==> src/rtl/b64d_pkg.sv <==
// ----------------------------------------------------------------------------
// b64d_pkg: shared types and the alphabet decode for the base64 stream decoder
// Holds the character class codes, the queue entry type and the sextet lookup.
// ----------------------------------------------------------------------------
package b64d_pkg;

    localparam int unsigned QueueDepth = 2;
    localparam int unsigned QueuePtrW  = 1;
    localparam int unsigned QueueCntW  = 2;

    // Class of one input character
    typedef enum logic [1:0] {
        CLS_SKIP = 2'd0,   // '=', newline, carriage return
        CLS_BAD  = 2'd1,   // outside the alphabet
        CLS_DATA = 2'd2    // alphabet character, carries a sextet
    } t_cls;

    // One classified character on its way from front to back
    typedef struct packed {
        t_cls       cls;
        logic [5:0] sextet;
        logic       last;
    } t_entry;

    // Queue occupancy seen by both sides
    typedef struct packed {
        logic empty;
        logic full;
    } t_q_status;

    // Classify a character and give its six-bit value
    function automatic t_entry classify(input logic [7:0] c, input logic last);
        t_entry e;
        e.last   = last;
        e.sextet = 6'd0;
        e.cls    = CLS_BAD;
        case (c) inside
            [8'h41:8'h5A]: begin
                e.cls    = CLS_DATA;
                e.sextet = 6'(c - 8'h41);
            end
            [8'h61:8'h7A]: begin
                e.cls    = CLS_DATA;
                e.sextet = 6'(c - 8'h61 + 8'd26);
            end
            [8'h30:8'h39]: begin
                e.cls    = CLS_DATA;
                e.sextet = 6'(c - 8'h30 + 8'd52);
            end
            8'h2B: begin
                e.cls    = CLS_DATA;
                e.sextet = 6'd62;
            end
            8'h2F: begin
                e.cls    = CLS_DATA;
                e.sextet = 6'd63;
            end
            8'h3D, 8'h0A, 8'h0D: begin
                e.cls = CLS_SKIP;
            end
            default: begin
                e.cls = CLS_BAD;
            end
        endcase
        return e;
    endfunction

endpackage

==> src/rtl/base64_stream_decoder.sv <==
// Flow: a character transferred into the queue is popped by the back part, which
// writes its result into the output register unless the output stalls.
// Throughput: one character per cycle unless the output stalls, set by the classify
// and the accumulate step in the back part; a two-entry queue decouples the sides.
// Reset: synchronous, active low; clears the queue, the accumulator, the pending
// bit count, the sticky error and the output valid flag.
// ----------------------------------------------------------------------------
// base64_stream_decoder: streaming base64 decoder, standard alphabet
// Front classifies each character, a short queue buffers it, and the back part
// accumulates sextets and delivers one result per completed byte or end of text.
// ----------------------------------------------------------------------------
module base64_stream_decoder (
    input  logic       i_clk,
    input  logic       i_rst_n,
    // Character channel
    input  logic       i_valid,
    output logic       o_stall,
    input  logic [7:0] i_text_char,
    input  logic       i_last_char,
    // Result channel
    output logic       o_valid,
    input  logic       i_stall,
    output logic [7:0] o_out_byte,
    output logic       o_byte_valid,
    output logic       o_end_of_text,
    output logic       o_failed
);

    // Front to queue
    logic                w_push;
    b64d_pkg::t_entry    w_push_entry;
    // Queue to back
    logic                w_pop;
    b64d_pkg::t_entry    w_head;
    b64d_pkg::t_q_status w_q_status;

    // Classify the character and push it; stall only while the queue is full
    b64d_front u_front (
        .i_valid      (i_valid),
        .o_stall      (o_stall),
        .i_text_char  (i_text_char),
        .i_last_char  (i_last_char),
        .i_q_status   (w_q_status),
        .o_push       (w_push),
        .o_push_entry (w_push_entry)
    );

    // Hold classified characters so either side may stall on its own
    b64d_queue u_queue (
        .i_clk        (i_clk),
        .i_rst_n      (i_rst_n),
        .i_push       (w_push),
        .i_push_entry (w_push_entry),
        .i_pop        (w_pop),
        .o_head       (w_head),
        .o_status     (w_q_status)
    );

    // Accumulate, cut bytes, raise the end result and drive the output register.
    // Skip characters give no result unless they end the text; the back part advances
    // while the output register is empty or its transfer ends in the same cycle.
    b64d_back u_back (
        .i_clk         (i_clk),
        .i_rst_n       (i_rst_n),
        .i_head        (w_head),
        .i_q_status    (w_q_status),
        .o_pop         (w_pop),
        .o_valid       (o_valid),
        .i_stall       (i_stall),
        .o_out_byte    (o_out_byte),
        .o_byte_valid  (o_byte_valid),
        .o_end_of_text (o_end_of_text),
        .o_failed      (o_failed)
    );

endmodule

==> src/rtl/b64d_front.sv <==
// ----------------------------------------------------------------------------
// b64d_front: input side of the base64 stream decoder
// Accepts characters, classifies them and pushes them into the queue.
// ----------------------------------------------------------------------------
module b64d_front (
    input  logic                i_valid,
    output logic                o_stall,
    input  logic [7:0]          i_text_char,
    input  logic                i_last_char,
    input  b64d_pkg::t_q_status i_q_status,
    output logic                o_push,
    output b64d_pkg::t_entry    o_push_entry
);

    // Stall only on a full queue
    assign o_stall      = i_q_status.full;
    assign o_push       = i_valid & ~i_q_status.full;
    assign o_push_entry = b64d_pkg::classify(i_text_char, i_last_char);

endmodule

==> src/rtl/b64d_queue.sv <==
// ----------------------------------------------------------------------------
// b64d_queue: short queue between front and back
// Two-entry FIFO of classified characters.
// ----------------------------------------------------------------------------
module b64d_queue (
    input  logic                i_clk,
    input  logic                i_rst_n,
    input  logic                i_push,
    input  b64d_pkg::t_entry    i_push_entry,
    input  logic                i_pop,
    output b64d_pkg::t_entry    o_head,
    output b64d_pkg::t_q_status o_status
);

    b64d_pkg::t_entry                   r_mem [b64d_pkg::QueueDepth];
    logic [b64d_pkg::QueuePtrW-1:0]     r_wr_ptr;
    logic [b64d_pkg::QueuePtrW-1:0]     r_rd_ptr;
    logic [b64d_pkg::QueueCntW-1:0]     r_count;
    logic [b64d_pkg::QueueCntW-1:0]     n_count;
    logic                               w_push;
    logic                               w_pop;

    assign o_status.empty = (r_count == '0);
    assign o_status.full  = (r_count == b64d_pkg::QueueCntW'(b64d_pkg::QueueDepth));
    assign w_push         = i_push & ~o_status.full;
    assign w_pop          = i_pop & ~o_status.empty;
    assign o_head         = r_mem[r_rd_ptr];

    always_comb begin
        n_count = r_count;
        if (w_push & ~w_pop) begin
            n_count = r_count + 1'b1;
        end else if (w_pop & ~w_push) begin
            n_count = r_count - 1'b1;
        end
    end

    always_ff @(posedge i_clk) begin
        if (w_push) begin
            r_mem[r_wr_ptr] <= i_push_entry;
        end
    end

    always_ff @(posedge i_clk) begin
        if (!i_rst_n) begin
            r_wr_ptr <= '0;
            r_rd_ptr <= '0;
            r_count  <= '0;
        end else begin
            if (w_push) begin
                r_wr_ptr <= r_wr_ptr + 1'b1;
            end
            if (w_pop) begin
                r_rd_ptr <= r_rd_ptr + 1'b1;
            end
            r_count <= n_count;
        end
    end

endmodule

==> src/rtl/b64d_back.sv <==
// ----------------------------------------------------------------------------
// b64d_back: execution side of the base64 stream decoder
// Accumulates sextets, cuts bytes, tracks errors and holds the output register.
// ----------------------------------------------------------------------------
module b64d_back (
    input  logic                i_clk,
    input  logic                i_rst_n,
    input  b64d_pkg::t_entry    i_head,
    input  b64d_pkg::t_q_status i_q_status,
    output logic                o_pop,
    output logic                o_valid,
    input  logic                i_stall,
    output logic [7:0]          o_out_byte,
    output logic                o_byte_valid,
    output logic                o_end_of_text,
    output logic                o_failed
);

    logic [11:0] r_acc;
    logic [11:0] n_acc;
    logic [2:0]  r_pend;
    logic [2:0]  n_pend;
    logic        r_err;
    logic        n_err;
    logic        r_out_valid;
    logic [7:0]  r_out_byte;
    logic        r_byte_valid;
    logic        r_end;
    logic        r_failed;
    logic [7:0]  w_byte;
    logic        w_bvalid;
    logic        w_emit;
    logic        w_out_free;

    // Take the head whenever the output register is free or draining
    assign w_out_free = ~r_out_valid | ~i_stall;
    assign o_pop      = ~i_q_status.empty & w_out_free;

    always_comb begin
        n_acc    = r_acc;
        n_pend   = r_pend;
        n_err    = r_err;
        w_byte   = 8'd0;
        w_bvalid = 1'b0;
        case (i_head.cls)
            b64d_pkg::CLS_BAD: begin
                n_err = 1'b1;
            end
            b64d_pkg::CLS_DATA: begin
                if (!r_err) begin
                    n_acc = {r_acc[5:0], i_head.sextet};
                    case (r_pend)
                        3'd2: begin
                            w_byte   = n_acc[7:0];
                            w_bvalid = 1'b1;
                            n_pend   = 3'd0;
                        end
                        3'd4: begin
                            w_byte   = n_acc[9:2];
                            w_bvalid = 1'b1;
                            n_pend   = 3'd2;
                        end
                        3'd6: begin
                            w_byte   = n_acc[11:4];
                            w_bvalid = 1'b1;
                            n_pend   = 3'd4;
                        end
                        default: begin
                            n_pend = 3'd6;
                        end
                    endcase
                end
            end
            default: begin
            end
        endcase
    end

    assign w_emit = w_bvalid | i_head.last;

    // Payload of the output register
    always_ff @(posedge i_clk) begin
        if (o_pop && w_emit) begin
            r_out_byte   <= w_byte;
            r_byte_valid <= w_bvalid;
            r_end        <= i_head.last;
            r_failed     <= i_head.last & n_err;
        end
    end

    always_ff @(posedge i_clk) begin
        if (!i_rst_n) begin
            r_acc       <= '0;
            r_pend      <= '0;
            r_err       <= 1'b0;
            r_out_valid <= 1'b0;
        end else begin
            if (o_pop) begin
                if (i_head.last) begin
                    r_acc  <= '0;
                    r_pend <= '0;
                    r_err  <= 1'b0;
                end else begin
                    r_acc  <= n_acc;
                    r_pend <= n_pend;
                    r_err  <= n_err;
                end
            end
            if (w_out_free) begin
                r_out_valid <= o_pop & w_emit;
            end
        end
    end

    assign o_valid       = r_out_valid;
    assign o_out_byte    = r_out_byte;
    assign o_byte_valid  = r_byte_valid;
    assign o_end_of_text = r_end;
    assign o_failed      = r_failed;

endmodule
==> config.mk <==
export PLATFORM = sky130hd
export DESIGN_NAME = base64_stream_decoder
export DESIGN_NICKNAME = d
export VERILOG_FILES = /design/src/rtl/b64d_pkg.sv /design/src/rtl/base64_stream_decoder.sv /design/src/rtl/b64d_front.sv /design/src/rtl/b64d_queue.sv /design/src/rtl/b64d_back.sv
export SDC_FILE = /design/constraint.sdc
export NUM_CORES = 1
export LEC_CHECK = 0
export ABC_AREA = 1
export BUFFER_PORTS_ARGS = -buffer_cell sky130_fd_sc_hd__buf_2
export CAP_MARGIN = 20
export CORE_AREA = 2 2 59 89
export DETAILED_ROUTE_END_ITERATION = 7
export DIE_AREA = 0 0 61 91
export PLACE_DENSITY = 0.73
export SYNTH_ARGS = -nofsm -noshare
export SYNTH_HDL_FRONTEND = slang
export SYNTH_SLANG_ARGS = --single-unit
export TNS_END_PERCENT = 10
==> constraint.sdc <==
create_clock -name i_clk -period 4.4 [get_ports i_clk]
set_input_delay 0.22 -clock i_clk [delete_from_list [all_inputs] [get_ports i_clk]]
set_output_delay 0.22 -clock i_clk [all_outputs]
set_load 0.02 [all_outputs]
== After elaboration in Yosys (flattened, before gate mapping) ==
Memory sizes are Yosys's and may differ from the RTL's. A register that Yosys moved wholly into a read port is not among the register bits.
Cells that the tools add are included.
W data, S select, Z words.
Word-level totals
  bits in registers: 26
  RAM bits: 18
  input port bits: 13
  output and inout port bits: 13
  word-level logic and storage cells: 97
  memories: 1
Memories
  u_queue.r_mem: depth 2, width 9, read ports 1, clocked after memory_dff 1, wr ports 1, line b64d_queue.sv:15  | b64d_pkg::t_entry r_mem [b64d_pkg::QueueDepth];
Operators by class
  add/subtract/negate cells: 9
  order comparisons: 6
  equality and inequality tests: 12
  multiplexer cells: 30
  bitwise operators: 17
  reduce and logical (&&, ||, !) cells: 11
Operators by type and width (number)
  $mux W6: 8
  $eq A8 B6 Y1 const B: 3
  $pmux W8 S3: 1
  $eq A8 B4 Y1 const B: 2
  $ge A8 B7 Y1 const B: 2
  $le A8 B7 Y1 const B: 2
  $mux W2: 7
  $sub A6 B6 Y6 const B: 2
  $mux W1: 10
  $mux W3: 3
  $pmux W3 S3: 1
  $and A1 B1 Y1: 8
  $ge A8 B6 Y1 const B: 1
  $le A8 B6 Y1 const B: 1
  $not A1 Y1: 7
  $add A6 B5 Y6 const B: 1
  $add A6 B6 Y6 const B: 1
  $eq A3 B3 Y1 const B: 2
  $reduce_or A3 Y1: 2
  $sub A6 B1 Y6 const B: 1
  $eq A2 B2 Y1 const B: 2
  $logic_and A1 B1 Y1: 4
  $reduce_bool A2 Y1: 2
  $eq A3 B2 Y1 const B: 1
  other kinds (9): 11

== Logic depth before layout (Yosys ltp) ==
Gate-level depths: netlist (run 1).
  word-level depth: 8
  depth in mapped cells: 12
  depth with buffers taken out: 11

== By module ==
Synthesis (run 1) repeated with hierarchy kept, for this count alone.
Second synthesis, totals
  cell total of the unflattened synthesis: 317
  area, all modules: 2670.1 sq um
Modules (own cells, without submodules)
  b64d_back: times used 1, cells each 113, area an instance 984.7 sq um, seq. area each 530.5 sq um
  b64d_queue: times used 1, cells each 66, area an instance 902.1 sq um, seq. area each 640.6 sq um
  b64d_front: times used 1, cells each 138, area an instance 783.3 sq um, seq. area each 0.0 sq um

== Worst setup path after synthesis (run 1) ==
No wires, ideal clock.
  path type: reg2reg
  start point: register with a tool-made name
  end point: register u_back.r_byte_valid, in the netlist u_back.o_byte_valid (enable)
  library setup time: 0.339 ns
  arrival time: 1.210 ns
  setup slack: 2.851 ns
  cell stages (with the launch flop): 9
  path buffers: 1
  cell sequence: dfxtp_1 > buf_6 > nand2_1 > nand2_1 > nor2_2 > nand3_2 > nand2_1 > nand2_1 > inv_1
RTL lines
  end signal, assigned: line b64d_back.sv:85  | r_byte_valid <= w_bvalid;
  end, declared: line b64d_back.sv:27  | logic r_byte_valid;

==> flow_summary.json, run 1 <==
{
  "post-route-min-period_ns": 1.81,
  "design.die.area_um2": 5550,
  "worstPathCellList": "inv_1, nand2_1, nand2_2, nand3_2, nand2_1, nand2_1, inv_1",
  "drc": 0,
  "routed_via_density": 5.08,
  "pin_count": 26,
  "cts.clk_slew.worst_paths_ns": 0.07,
  "setup.reg_to_reg.worst_slack_ns": 2.59,
  "critPathSlowestCell": "dfxtp_1",
  "holdBufCountCts": 0,
  "totalPowerFinal_mw": 1.34,
  "rr_worst_depth": 7,
  "final_core_utilization": 0.592,
  "hold_slack_ns": 0.117,
  "yosys_warnings": 0,
  "grt_total_ovfl": 0,
  "worstPathRequired_ns": 4.36,
  "portBuffers": 25,
  "die_height_um": 91,
  "leading_register_cell_type_out_of_synthesis": "edfxtp_1",
  "flow.area_growth_from_synthesis_pct": 10.6,
  "grt_first_pass_wirelength_mm": 8.83,
  "clock-root-buffer": "clkbuf_8",
  "area.sequential_um2": 1170,
  "synth.cell_area_um2": 2550,
  "critical_path_peak_fanout": 12,
  "clock-sinks": 44,
  "grt.total_usage": 0.208,
  "grt_max_degree": 14,
  "fp.dieW_um": 61,
  "dr.pass1.iters": 4,
  "wirelength_mm": 4.88,
  "syn_nets": 343,
  "crit_top_cell": "nand2_1",
  "multi_input_comb_area_um2": 1200,
  "tightest_slew_ns": 0.737,
  "synth_area_leaders": "edfxtp_1 (34%), nand2_1 (15%), dfxtp_1 (12%)",
  "worstSetupPathType": "register to register",
  "drt.antenna.violating_nets": 0,
  "crit_path_end_kind": "register",
  "largest_stage_delay_on_the_critical_path_ns": 0.44,
  "htreeDepth": 2,
  "leakage_nw": 1.28,
  "synth_enable_flop_cells": 29,
  "coreArea_um2": 4770,
  "final-setup-viol-count": 0,
  "clock_latency_ns": 0.29,
  "routed_wire_length_per_instance_um": 12.0,
  "yosysSeqAreaShare": 0.459,
  "dr.first_iter.drc_count": 85,
  "setup_tns_ns": 0,
  "startpoint_type": "register",
  "drive_above_1_share": 0.132,
  "whs_path_depth": 1,
  "yosysUniqueCellTypes": 29,
  "synth_top_area_share": 0.341,
  "finalClockSkew_ns": 0.00517,
  "syn-instance-count": 315,
  "fmax_achieved_mhz": 552,
  "cts_resized": 0,
  "rsz0062_at_grt": "false",
  "status": "completed",
  "power_density_nw_per_um2": 474,
  "max-vdd-ir-drop_mv": 0.146,
  "critical_path.reg2reg.endpoint": "u_back.o_out_byte[1]",
  "clock_tree_from_tritoncts": "built",
  "dp_hpwl_mm": 3.92,
  "proportion_of_synthesized_flip_flops_having_asynchronous_set_or_reset": 0,
  "slew-limit-headroom": 0.507,
  "period_share": 0.412,
  "cp_data_arrival_time_ns": 1.77,
  "timing.hold.worst_endpoint": "u_queue.r_mem[1][0]",
  "final_net_count": 368,
  "final_hold_viol_count": 0,
  "syn-mean-instance-area_um2": 8.11,
  "maxCapViolCount": 0,
  "antenna_found_initial": 0,
  "num_rows": 31,
  "min-delay-path-class": "primary input to register",
  "post_cts.repair.setup_buffers": 0,
  "initial_standard_cell_utilization_of_the_core": 0.535,
  "num_antenna_cells": 0,
  "fillers": 435,
  "synth-seq-cells": 44,
  "cell_accounting_for_the_most_synthesized_area": "edfxtp_1",
  "num_vias": 2069,
  "routabilityCongestion": 0.914,
  "cts_buffer_depth": 2,
  "maxSlewViolCount": 0,
  "first_global_vias": 2051,
  "cts_bufs_inserted": 5,
  "hold_path_startpoint": "i_last_char"
}
[registers in the layout, summed over array words and instances (netlist names), named ones only]
register,count
u_queue.r_rd_ptr,1
u_back.o_byte_valid,1
u_back.r_pend,2
u_queue.r_mem,18
u_back.r_err,1
u_back.o_out_byte,8
u_back.o_failed,1
u_back.o_end_of_text,1
u_queue.r_count,2
u_back.o_valid,1
u_queue.r_wr_ptr,1
u_back.r_acc,6
[cell type report]
cell class / instances / area share
clock inverters: 2 / 0.0124
multi-input cells: 226 / 0.423
flip-flops and latches: 44 / 0.415
well taps: 66 / 0.0292
clock buffers: 6 / 0.0257
inverters: 38 / 0.0505
repair buffers: 25 / 0.0443
[kinds of logic (layout without fill, tap and decap cells)]
| kind of cell | count (synthesis) | count (layout) | synth area share |
|---|---|---|---|
| xor+xnor | 9 | 9 | 0.0309 |
| fa+ha+maj | 15 | 15 | 0.0735 |
| flops | 44 | 44 | 0.459 |
| buf+inv | 45 | 71 | 0.0730 |
| simple gates | 162 | 162 | 0.281 |
| compound gates | 40 | 40 | 0.0833 |
[power breakdown]
group | switching (mW) | internal (mW)
Sequential | 0.0457 | 0.550
Clock | 0.128 | 0.168
Combinational | 0.316 | 0.130
[cell usage in the layout, fill, tap and decap left out, types with 2 or more instances in the layout]
master | netlist | layout
buf_2 | 2 | 25
dfxtp_1 | 15 | 15
nand4_1 | 3 | 3
nand3_1 | 21 | 21
inv_1 | 37 | 37
nor3_1 | 3 | 3
nand2_4 | 2 | 2
xor2_1 | 8 | 8
nor2_1 | 20 | 20
ha_1 | 15 | 15
a21oi_1 | 21 | 21
o21ai_0 | 14 | 14
clkbuf_8 | 0 | 5
nor2_2 | 2 | 2
nand2_1 | 100 | 100
nand2_2 | 4 | 4
edfxtp_1 | 29 | 29
nand3b_1 | 5 | 5
[worst max-delay path, delay by kind of cell, from the launching register on]
| kind | cells | cell delay (ns) |
|---|---|---|
| AND/OR/NAND/NOR | 5 | 0.50 |
| flip-flops | 1 | 0.44 |
| buffers and inverters | 2 | 0.54 |
[per-layer routing]
metal	wire length (um)	up-vias	track usage
met3	150	18	0.0456
met2	2750	61	0.392
met4	238	0	0.101
met5	0	-	0
li1	-	1064	-
met1	1740	926	0.196
[how the worst max path moves through the flow]
stage	startpoint	slack, ns	endpoint
global route	register	2.36	u_back.o_out_byte[1]
floorplan	register	2.85	u_back.o_byte_valid
finish	register	2.59	u_back.o_out_byte[1]
detailed placement	register	2.56	u_back.o_out_byte[3]
CTS	register	2.56	u_back.o_out_byte[1]
global placement	register	2.60	u_back.o_out_byte[3]
[synthesized netlist by cell type, types with 2 or more instances]
master	n
nand3_1	21
nand2_4	2
nand4_1	3
nand3b_1	5
o21ai_0	14
nor2_1	20
nor2_2	2
dfxtp_1	15
xor2_1	8
edfxtp_1	29
a21oi_1	21
inv_1	37
nand2_1	100
ha_1	15
nor3_1	3
buf_4	2
clkbuf_1	2
buf_2	2
nand2_2	4
[per-stage QoR]
stage | cells | setup WS (ns) | area [um2]
global placement | 399 | 2.60 | 2720
finish | 407 | 2.59 | 2830
CTS | 407 | 2.56 | 2830
detailed placement | 399 | 2.56 | 2720
floorplan | 315 | 2.85 | 2550
global route | 407 | 2.36 | 2830
No activity file was read; power rests on OpenSTA's default activity.
==> run 2: changes to the inputs <==
Clock period 4.4 ns to 1.8 ns, I/O delays scaled along.
==> flow_summary.json, run 2 (synthesis gave the netlist of run 1 again) <==
{
  "status": "completed",
  "clock_tree_from_tritoncts": "built",
  "clock-sinks": 44,
  "finalClockSkew_ns": 0.00319,
  "wirelength_mm": 4.70,
  "final-setup-viol-count": 0,
  "die_height_um": 91,
  "cts_buffer_depth": 2,
  "post-route-min-period_ns": 1.60,
  "initial_standard_cell_utilization_of_the_core": 0.535,
  "first_global_vias": 1956,
  "fillers": 427,
  "grt_total_ovfl": 0,
  "setup_tns_ns": 0,
  "portBuffers": 25,
  "startpoint_type": "register",
  "post_cts.repair.setup_buffers": 0,
  "tightest_slew_ns": 0.347,
  "critical_path_peak_fanout": 11,
  "htreeDepth": 2,
  "drive_above_1_share": 0.144,
  "hold_path_startpoint": "i_stall",
  "critical_path_s_top_delay_family": "simple AND/OR/NAND/NOR gates",
  "power_density_nw_per_um2": 1120,
  "drt.antenna.violating_nets": 0,
  "worstPathRequired_ns": 1.81,
  "coreArea_um2": 4770,
  "critical_path.reg2reg.endpoint": "u_back.o_byte_valid",
  "maxCapViolCount": 0,
  "drc": 0,
  "largest_register_ffs": 18,
  "cts.clk_slew.worst_paths_ns": 0.07,
  "routed_via_density": 4.95,
  "antenna_found_initial": 0,
  "grt.total_usage": 0.191,
  "largest_stage_delay_on_the_critical_path_ns": 0.49,
  "final_net_count": 374,
  "non_filler_cell_area_final_um2": 2870,
  "fmax_achieved_mhz": 624,
  "timing.hold.worst_endpoint": "u_back.o_valid",
  "critPathSlowestCell": "dfxtp_1",
  "routed_wire_length_per_instance_um": 11.4,
  "clock_latency_ns": 0.29,
  "setup.reg_to_reg.worst_slack_ns": 0.20,
  "dpl_cell_area_um2": 2770,
  "slew-limit-headroom": 0.769,
  "period_share": 0.891,
  "timing.critical_path.buf_inv": 2,
  "min-delay-path-class": "primary input to register",
  "totalPowerFinal_mw": 3.21,
  "dr.first_iter.drc_count": 61,
  "worstSetupPathType": "register to register",
  "final_hold_viol_count": 0,
  "rsz0062_at_grt": "false",
  "num_antenna_cells": 0,
  "grt_max_degree": 14,
  "routabilityCongestion": 0.968,
  "worstPathCellList": "nor2_2, nor2_2, nand3_2, nand2_1, nand2_1, inv_1, buf_12",
  "leakage_nw": 1.30,
  "flow.area_growth_from_synthesis_pct": 12.2,
  "max-vdd-ir-drop_mv": 0.356,
  "most_frequent_cells_in_the_layout": "nand2_1 (100), inv_1 (37), edfxtp_1 (29)",
  "pin_count": 26,
  "num_rows": 31,
  "max_flop_register": "u_queue.r_mem",
  "crit_path_end_kind": "register",
  "design.die.area_um2": 5550,
  "whs_path_depth": 3,
  "cp_data_arrival_time_ns": 1.61,
  "dp_hpwl_mm": 3.77,
  "rr_worst_depth": 7,
  "maxSlewViolCount": 0,
  "dr.pass1.iters": 4,
  "cts_bufs_inserted": 5,
  "clock-root-buffer": "clkbuf_8",
  "grt_first_pass_wirelength_mm": 8.20,
  "final_core_utilization": 0.601,
  "num_vias": 2044,
  "fp.dieW_um": 61,
  "layout_commonest_cell": "nand2_1"
}
==> run 2: metrics by stage <==
step | setup WS, ns | instances | hold slack, ns
after floorplan | 0.251 | 315 | 0.189
after global placement | 0.188 | 404 | 0.285
after detailed placement | 0.143 | 404 | 0.289
after CTS | 0.129 | 413 | 0.0629
after global routing | 0.00604 | 413 | 0.0903
final | 0.196 | 413 | 0.0643
==> run 2: layout make-up <==
| class | count | area, um2 | area share |
|---|---|---|---|
| multi-input combinational | 226 | 1200 | 0.419 |
| sequential | 44 | 1170 | 0.409 |
| timing repair buffer | 31 | 185 | 0.0646 |
| inverter | 38 | 143 | 0.0498 |
| tap | 66 | 82.6 | 0.0288 |
| clock buffer | 6 | 72.6 | 0.0253 |
| clock inverter | 2 | 11.3 | 0.00393 |
==> run 2: worst reg2reg max path, delay by kind of cell (launching register included) <==
kind / cells / cell delay, ns
buffers and inverters: 2 / 0.22
flip-flops: 1 / 0.49
AND/OR/NAND/NOR: 5 / 0.61
==> run 2: routing by layer <==
| layer | share of wire | wire length, um | global-route usage | vias to the layer above |
|---|---|---|---|---|
| met5 | 0 | 0 | 0 | - |
| met1 | 0.37 | 1730 | 0.184 | 897 |
| met2 | 0.56 | 2650 | 0.358 | 53 |
| li1 | - | - | - | 1077 |
| met4 | 0.037 | 173 | 0.0978 | 0 |
| met3 | 0.029 | 138 | 0.0328 | 17 |
==> run 2: power breakdown <==
part | internal (mW) | leakage [nW] | switching, mW
combinational | 0.402 | 0.862 | 0.795
sequential | 1.34 | 0.398 | 0.101
clock | 0.269 | 0.0388 | 0.303
total | 2.01 | 1.30 | 1.20
==> run 2: worst max-delay path by stage <==
| stage | startpoint | to | slack, ns | cells past startpoint |
|---|---|---|---|---|
| 5_1_grt | u_back.r_pend[1] | u_back.o_byte_valid | 0.006 | 8 |
| 3_5_place_dp | u_queue.r_count[1] | u_queue.r_count[1] | 0.14 | 8 |
| 6_report | register | u_back.o_byte_valid | 0.20 | 7 |
| 2_1_floorplan | register | u_back.o_byte_valid | 0.25 | 8 |
| 4_1_cts | u_queue.r_count[1] | u_queue.r_count[1] | 0.13 | 8 |
| 3_3_place_gp | u_queue.r_count[1] | u_queue.r_count[1] | 0.19 | 8 |
==> run 2: what timing repair did <==
action / CTS / global route
hold buffers: 1 / 0
setup endpoints to repair: 0 / 1
endpoints found under the hold margin: 2 / 0
gates resized for setup: 0 / 2
==> run 3: changes to the inputs <==
Settings changed: BUFFER_PORTS_ARGS -buffer_cell sky130_fd_sc_hd__buf_2 to not set, DONT_BUFFER_PORTS set to 1, PLACE_DENSITY 0.73 to 0.69.
==> flow_summary.json, run 3 (synthesis gave the netlist of run 1 again) <==
{
  "design.die.area_um2": 5550,
  "leakage_nw": 1.20,
  "worstPathRequired_ns": 1.75,
  "num_rows": 31,
  "grt.total_usage": 0.190,
  "crit_path_end_kind": "register",
  "first_global_vias": 1949,
  "dp_hpwl_mm": 3.66,
  "status": "completed",
  "final_net_count": 349,
  "post-place-ws_ns": 0.166,
  "critical_path_peak_fanout": 11,
  "cts_bufs_inserted": 5,
  "hold_slack_ns": 0.0284,
  "dr.pass1.iters": 4,
  "htreeDepth": 2,
  "num_vias": 1969,
  "whs_path_depth": 2,
  "final-setup-viol-count": 0,
  "initial_standard_cell_utilization_of_the_core": 0.535,
  "fin_ws_ns": 0.183,
  "maxCapViolCount": 0,
  "slew-limit-headroom": 0.498,
  "rsz0062_at_grt": "false",
  "clock_tree_from_tritoncts": "built",
  "dpl_cell_area_um2": 2620,
  "cts.clk_slew.worst_paths_ns": 0.08,
  "drive_above_1_share": 0.0714,
  "critical_path.reg2reg.endpoint": "u_back.o_out_byte[1]",
  "power_density_nw_per_um2": 1130,
  "finalClockSkew_ns": 0.00874,
  "setup.reg_to_reg.worst_slack_ns": 0.18,
  "flow.area_growth_from_synthesis_pct": 7.01,
  "dr.first_iter.drc_count": 67,
  "maxSlewViolCount": 0,
  "cp_data_arrival_time_ns": 1.57,
  "largest_register_ffs": 18,
  "portBuffers": 0,
  "period_share": 0.898,
  "drt.antenna.violating_nets": 0,
  "clock-root-buffer": "clkbuf_8",
  "fp.dieW_um": 61,
  "post_cts.repair.setup_buffers": 0,
  "antenna_found_initial": 0,
  "startpoint_type": "register",
  "max-vdd-ir-drop_mv": 0.400,
  "final_hold_viol_count": 0,
  "hold_path_startpoint": "i_stall",
  "setup_tns_ns": 0,
  "layout_commonest_cell": "nand2_1",
  "max_flop_register": "u_queue.r_mem",
  "routabilityCongestion": 0.852,
  "coreArea_um2": 4770,
  "die_height_um": 91,
  "tightest_slew_ns": 0.750,
  "clock_latency_ns": 0.29,
  "grt_total_ovfl": 0,
  "final_cell_count_without_fillers": 388,
  "wirelength_mm": 4.56,
  "timing.hold.worst_endpoint": "u_back.o_valid",
  "routed_via_density": 5.07,
  "non_filler_cell_area_final_um2": 2730,
  "cts_buffer_depth": 2,
  "grt_max_degree": 13,
  "clock-sinks": 44,
  "pin_count": 26,
  "post-place-cells": 378,
  "num_antenna_cells": 0,
  "rr_worst_depth": 6,
  "min-delay-path-class": "primary input to register",
  "fmax_achieved_mhz": 618,
  "drc": 0,
  "grt_first_pass_wirelength_mm": 8.09,
  "worstSetupPathType": "register to register",
  "most_frequent_cells_in_the_layout": "nand2_1 (100), inv_1 (37), edfxtp_1 (29)",
  "post-route-min-period_ns": 1.62,
  "routed_wire_length_per_instance_um": 11.8
}
run 3: through the flow:
stage,util,power [mW]
final,0.573,3.09
after global routing,0.573,3.32
after CTS,0.573,3.11
after detailed placement,0.550,2.51
after global placement,0.550,2.48
after floorplan,-,2.32
run 3: cell type report:
| cell class | instances | area (um2) |
|---|---|---|
| fillers | 442 | 2040 |
| multi-input cells | 226 | 1200 |
| flip-flops and latches | 44 | 1170 |
| inverters | 38 | 143 |
| clock buffers | 8 | 90.1 |
| well taps | 66 | 82.6 |
| repair buffers | 6 | 50.0 |
run 3: timing repair:
action | 4_1_cts | 5_1_grt
resized for setup | 0 | 1
setup endpoints to repair | 0 | 1
endpoints found under the hold margin | 6 | 0
hold buffers | 2 | 0
run 3: critical path, cell delays in order, from the launching register on:
cell	delay, ns
dfxtp_1	0.47
nor2_2	0.09
nor2_2	0.19
nand3_2	0.09
nand2_1	0.07
nand2_1	0.06
inv_1	0.30
run 3: where the power goes:
group | total (mW) | switching (mW) | leakage (nW) | internal (mW)
Clock | 0.602 | 0.289 | 0.0455 | 0.313
Combinational | 0.920 | 0.634 | 0.753 | 0.286
Sequential | 1.57 | 0.213 | 0.398 | 1.35
Total | 3.09 | 1.14 | 1.20 | 1.95
run 3: how the worst max path moves through the flow:
stage                                   from              endpoint  slack [ns]
after floorplan                     register   u_back.o_byte_valid        0.25
after global placement    u_queue.r_count[1]    u_queue.r_count[1]        0.21
after detailed placement  u_queue.r_count[1]    u_queue.r_count[1]        0.17
after CTS                 u_queue.r_count[1]    u_queue.r_count[1]        0.15
after global routing                register  u_back.o_out_byte[6]        0.04
final                               register  u_back.o_out_byte[1]        0.18
run 3: routing by layer:
layer  vias to the layer above  global-route usage  part of all wire  routed length [um]
met5                         -                   0                 0                   0
met4                         0               0.109             0.035                 160
met3                        14              0.0413             0.031                 142
met2                        58               0.352              0.58                2630
met1                       868               0.178              0.36                1630
li1                       1029                   -                 -                   -
